$ cat src/design/min_heap_sift_down_unit_macros.svh
// assertion macros shared by the heap sift-down design
`ifndef MIN_HEAP_SIFT_DOWN_UNIT_MACROS_SVH
`define MIN_HEAP_SIFT_DOWN_UNIT_MACROS_SVH

// plain clocked check, off while reset is asserted
`define MHSD_ASSERT(label, prop, msg) \
	label: assert property (@(posedge clk) disable iff (!arst_n) (prop)) else $error(msg);

// clocked implication check, consequent in the cycle after the antecedent
`define MHSD_ASSERT_NEXT(label, ante, cons, msg) \
	label: assert property (@(posedge clk) disable iff (!arst_n) (ante) |=> (cons)) \
		else $error(msg);

`endif

$ cat src/design/mhsd_ram.sv
// generic single write port, single read port ram with registered read
`default_nettype none
module mhsd_ram #(
	parameter int WIDTH = 8,
	parameter int DEPTH = 256
) (
	input  wire                      clk,
	input  wire                      we,
	input  wire  [$clog2(DEPTH)-1:0] waddr,
	input  wire  [WIDTH-1:0]         wdata,
	input  wire                      re,
	input  wire  [$clog2(DEPTH)-1:0] raddr,
	output logic [WIDTH-1:0]         rdata
);

	logic [WIDTH-1:0] mem_q [DEPTH];

	always_ff @(posedge clk) begin
		if (we) begin
			mem_q[waddr] <= wdata;
		end
		if (re) begin
			rdata <= mem_q[raddr];
		end
	end

endmodule
`default_nettype wire

$ cat config.mk
export PLATFORM = sky130hd
export DESIGN_NAME = mhsd_ram
export DESIGN_NICKNAME = d
export VERILOG_FILES = /design/src/design/min_heap_sift_down_unit_macros.svh /design/src/design/mhsd_ram.sv
export SDC_FILE = /design/constraint.sdc
export NUM_CORES = 2
export LEC_CHECK = 0
export CAP_MARGIN = 20
export CORE_MARGIN = 2
export CORE_UTILIZATION = 36
export CTS_CLUSTER_SIZE = 30
export DETAILED_ROUTE_END_ITERATION = 8
export DONT_BUFFER_PORTS = 1
export SYNTH_ARGS = -nofsm -noshare
export SYNTH_HDL_FRONTEND = slang
export SYNTH_SLANG_ARGS = --single-unit
export TNS_END_PERCENT = 5
$ cat constraint.sdc
create_clock -name clk -period 2 [get_ports clk]
set_input_delay 0.1 -clock clk [delete_from_list [all_inputs] [get_ports clk]]
set_output_delay 0.1 -clock clk [all_outputs]
set_load 0.02 [all_outputs]
==> out/results.ini <==
[placement]
dpl-instance-area_um2 = 86100
hpwl_mm = 111
pre_cts_ws_ps = -1040
gp_congestion = 0.822
io_buffers = 0

[die]
core-area_um2 = 220000
initial_core_util_pct = 36.2
dieArea_um2 = 225000
pin_count = 35
num_rows = 172
fp.dieH_um = 474
die_x_um = 474

[sta]
fin_ws_ps = -450
rsz0062_at_grt = yes
min_period_ps = 2450
worstMarginPinSlew_ps = 1730
fin_hold_ws_ps = -599
maxSlewViolCount = 143
finalSetupTns_ps = -3190
clock.fmax_mhz = 408
period_share_pct = 122
setup_violations = 8
hold_viol = 2052
finalClockSkew_ps = 56.5
slew_headroom_pct = -15.5

[routing]
via_count = 40134
final_antenna_net_count = 0
wl_per_cell_um = 28.0
wl_mm = 207
drtIter0Drc = 4785
vias_per_cell = 5.43
firstDrtPassIters = 5
drc_errors = 0

[final_layout]
drive_gt1_share_pct = 30.2
n_fill_cell = 18909
final_nets = 4293
syn_to_final_growth_pct = 17.5
final_area_um2 = 93600

[setup_path]
start_kind = input port
reg2reg_slack_ps = -360
r2r-start = mem_q[135][1]
endpoint = rdata[7]
criticalPathCategory = input port to flop
critPathArrivalTime_ps = 3110
path_cells = or3b_2 > buf_12 > o22ai_1 > o21ai_0 > nand3_1 > nor4_1 > buf_4 > nor4_1
crit_buf_inv = 2
cp.depth = 8
cpMaxStageDelayCell = or3b_2
path_max_fanout = 446
rr_endpoint = rdata[1]
cp_common_cell = nor4_1
slowest_delay_ps = 960
rr_worst_depth = 6
startpoint = raddr[1]
cp.required_ps = 2660
critPathCaptureType = flop
critical_path.top_delay_family = simple AND/OR/NAND/NOR gates

[clocking]
clk_pin_slew_worst_paths_ps = 60
clkLatencyLatePin_ps = 850
cts_buffers = 200
cts_tree = built
clk_path_buf_depth = 3
cts-htree-levels = 4
cts_hold_buf = 17
clkSinkCount = 2056
cts_root_buf = clkbuf_16

[logic_synthesis]
synth_top_cell_by_area = edfxtp_1
syn_area_um2 = 79600
yosysSeqAreaShare_pct = 77.5
synth_nets = 3760
synth_seq_cells = 2056
post_synth_num_cell_types = 54
syn_area_per_cell_um2 = 21.3
yosys_warnings = 0
yosys.area.top_type_share_pct = 77.5
postSynth.asyncResetShare_pct = 0
yosys-top-cells-area = edfxtp_1, mux4_2, mux2i_1
synth-edff-count = 2056
synth_flop_cell = edfxtp_1
syn_inst = 3733

[outcome]
run_status = finished with violations
violations = hold timing, slew limit, setup timing

[worst_hold_path]
hold_path.class = input port to flop

[global_route]
grt_usage_pct = 17.7
grt.overflow.total = 0
antenna_found_initial = 13
grt_max_degree = 579
grt_first_pass_wirelength_mm = 289
grt_pass1_vias = 40197

[power_and_ir_drop]
power_w = 0.0878
ir_drop_uv = 716
leakagePower_nw = 29.6
p_per_area_nw_per_um2 = 938

[job]
cap_violations = 0

## cells by family after synthesis
group	Yosys count	synth area share, %
DFF	2056	77.5
and+or+nand+nor	466	2.63
buffers and inverters	235	1.83
AOI/OAI and AO/OA	385	3.42
muxes	591	14.6
## placed cells by master, fill, tap and decap left out, types with 6 or more instances in the layout
cell type | Yosys | final
o22ai_1 | 28 | 28
buf_4 | 27 | 499
clkinv_2 | 0 | 32
nand4_1 | 10 | 10
inv_6 | 0 | 7
and2_1 | 6 | 6
a211oi_1 | 16 | 11
edfxtp_1 | 2056 | 2056
nand2b_1 | 8 | 8
mux4_2 | 454 | 454
nor2_1 | 282 | 276
a22oi_1 | 133 | 128
nand3_1 | 34 | 31
nand2_1 | 33 | 33
a221oi_1 | 13 | 7
dlygate4sd3_1 | 0 | 13
clkbuf_16 | 0 | 216
nor2_4 | 0 | 6
buf_12 | 8 | 23
clkbuf_1 | 111 | 44
clkinv_16 | 0 | 6
a21oi_1 | 96 | 96
a221oi_2 | 1 | 7
nor4_2 | 3 | 12
a22o_1 | 8 | 7
nor4_1 | 24 | 12
mux2i_1 | 134 | 134
nor2b_1 | 31 | 28
clkinv_1 | 1 | 48
o211ai_1 | 10 | 10
nor3_1 | 22 | 15
o21ai_0 | 10 | 10
bufinv_16 | 0 | 13
o221ai_1 | 46 | 46
diode_2 | 0 | 9
## through the flow
stage	hold WS, ps	instances	util, %
after global routing	-654	7390	42.6
after detailed placement	228	6965	39.2
after global placement	228	6965	39.2
after floorplan	199	3733	-
final	-599	7391	42.6
after CTS	-594	7342	42.2
## layer usage
layer  track usage, %  wire length [um]
met4             5.22              5840
met2             28.8            101000
met3             3.03             15200
met5                0                22
met1             24.5             85300
## sequential cells by signal, summed over array words and instances, names as in the netlist
| signal | cells |
|---|---|
| mem_q | 2048 |
| rdata | 8 |
## worst min-delay path by stage
stage              from       endpoint  slack [ps]  depth (start not counted)
2_1_floorplan  wdata[0]    mem_q[0][0]         200                          0
3_3_place_gp         re       rdata[6]         230                          0
3_5_place_dp         re       rdata[6]         230                          0
4_1_cts        wdata[0]   mem_q[86][0]        -590                          0
5_1_grt        wdata[3]  mem_q[186][3]        -650                          0
6_report       wdata[3]  mem_q[184][3]        -600                          0
## cell type report
type,count,area [um2],area share [%]
Inverter,2,7.51,0.00802
Tap cell,2958,3700,3.96
Timing Repair Buffer,564,4980,5.32
Antenna cell,9,22.5,0.0241
Sequential cell,2056,61700,66.0
Multi-Input combinational cell,1442,16800,18.0
Clock buffer,244,5170,5.53
Clock inverter,116,1100,1.18
## cells in the mapped netlist, types with 13 or more instances
cell         n
clkbuf_1   111
nand3_1     34
nor2_1     282
a21oi_1     96
nor2b_1     31
buf_8       13
o22ai_1     28
buf_1       22
edfxtp_1  2056
a221oi_1    13
nor3_1      22
buf_2       31
buf_6       21
mux2i_1    134
a211oi_1    16
nand2_1     33
mux4_2     454
buf_4       27
a22oi_1    133
o221ai_1    46
nor4_1      24
## what timing repair did
item / 4_1_cts / 5_1_grt
hold endpoints to repair: 3214 / 2054
pin swaps: 7 / 13
resized for setup: 24 / 36
setup endpoints to repair: 8 / 118
buffers inserted: 0 / 15
cloned: 0 / 20
## report_power, final
part           leakage, nW  internal, W  switching (W)  total, W
clock network         3.05       0.0201         0.0163    0.0364
registers             18.5       0.0475       0.000115    0.0476
logic                 8.04      0.00179        0.00189   0.00368
total                 29.6       0.0695         0.0183    0.0878
Note: power is estimated with default switching activity, not from simulation.
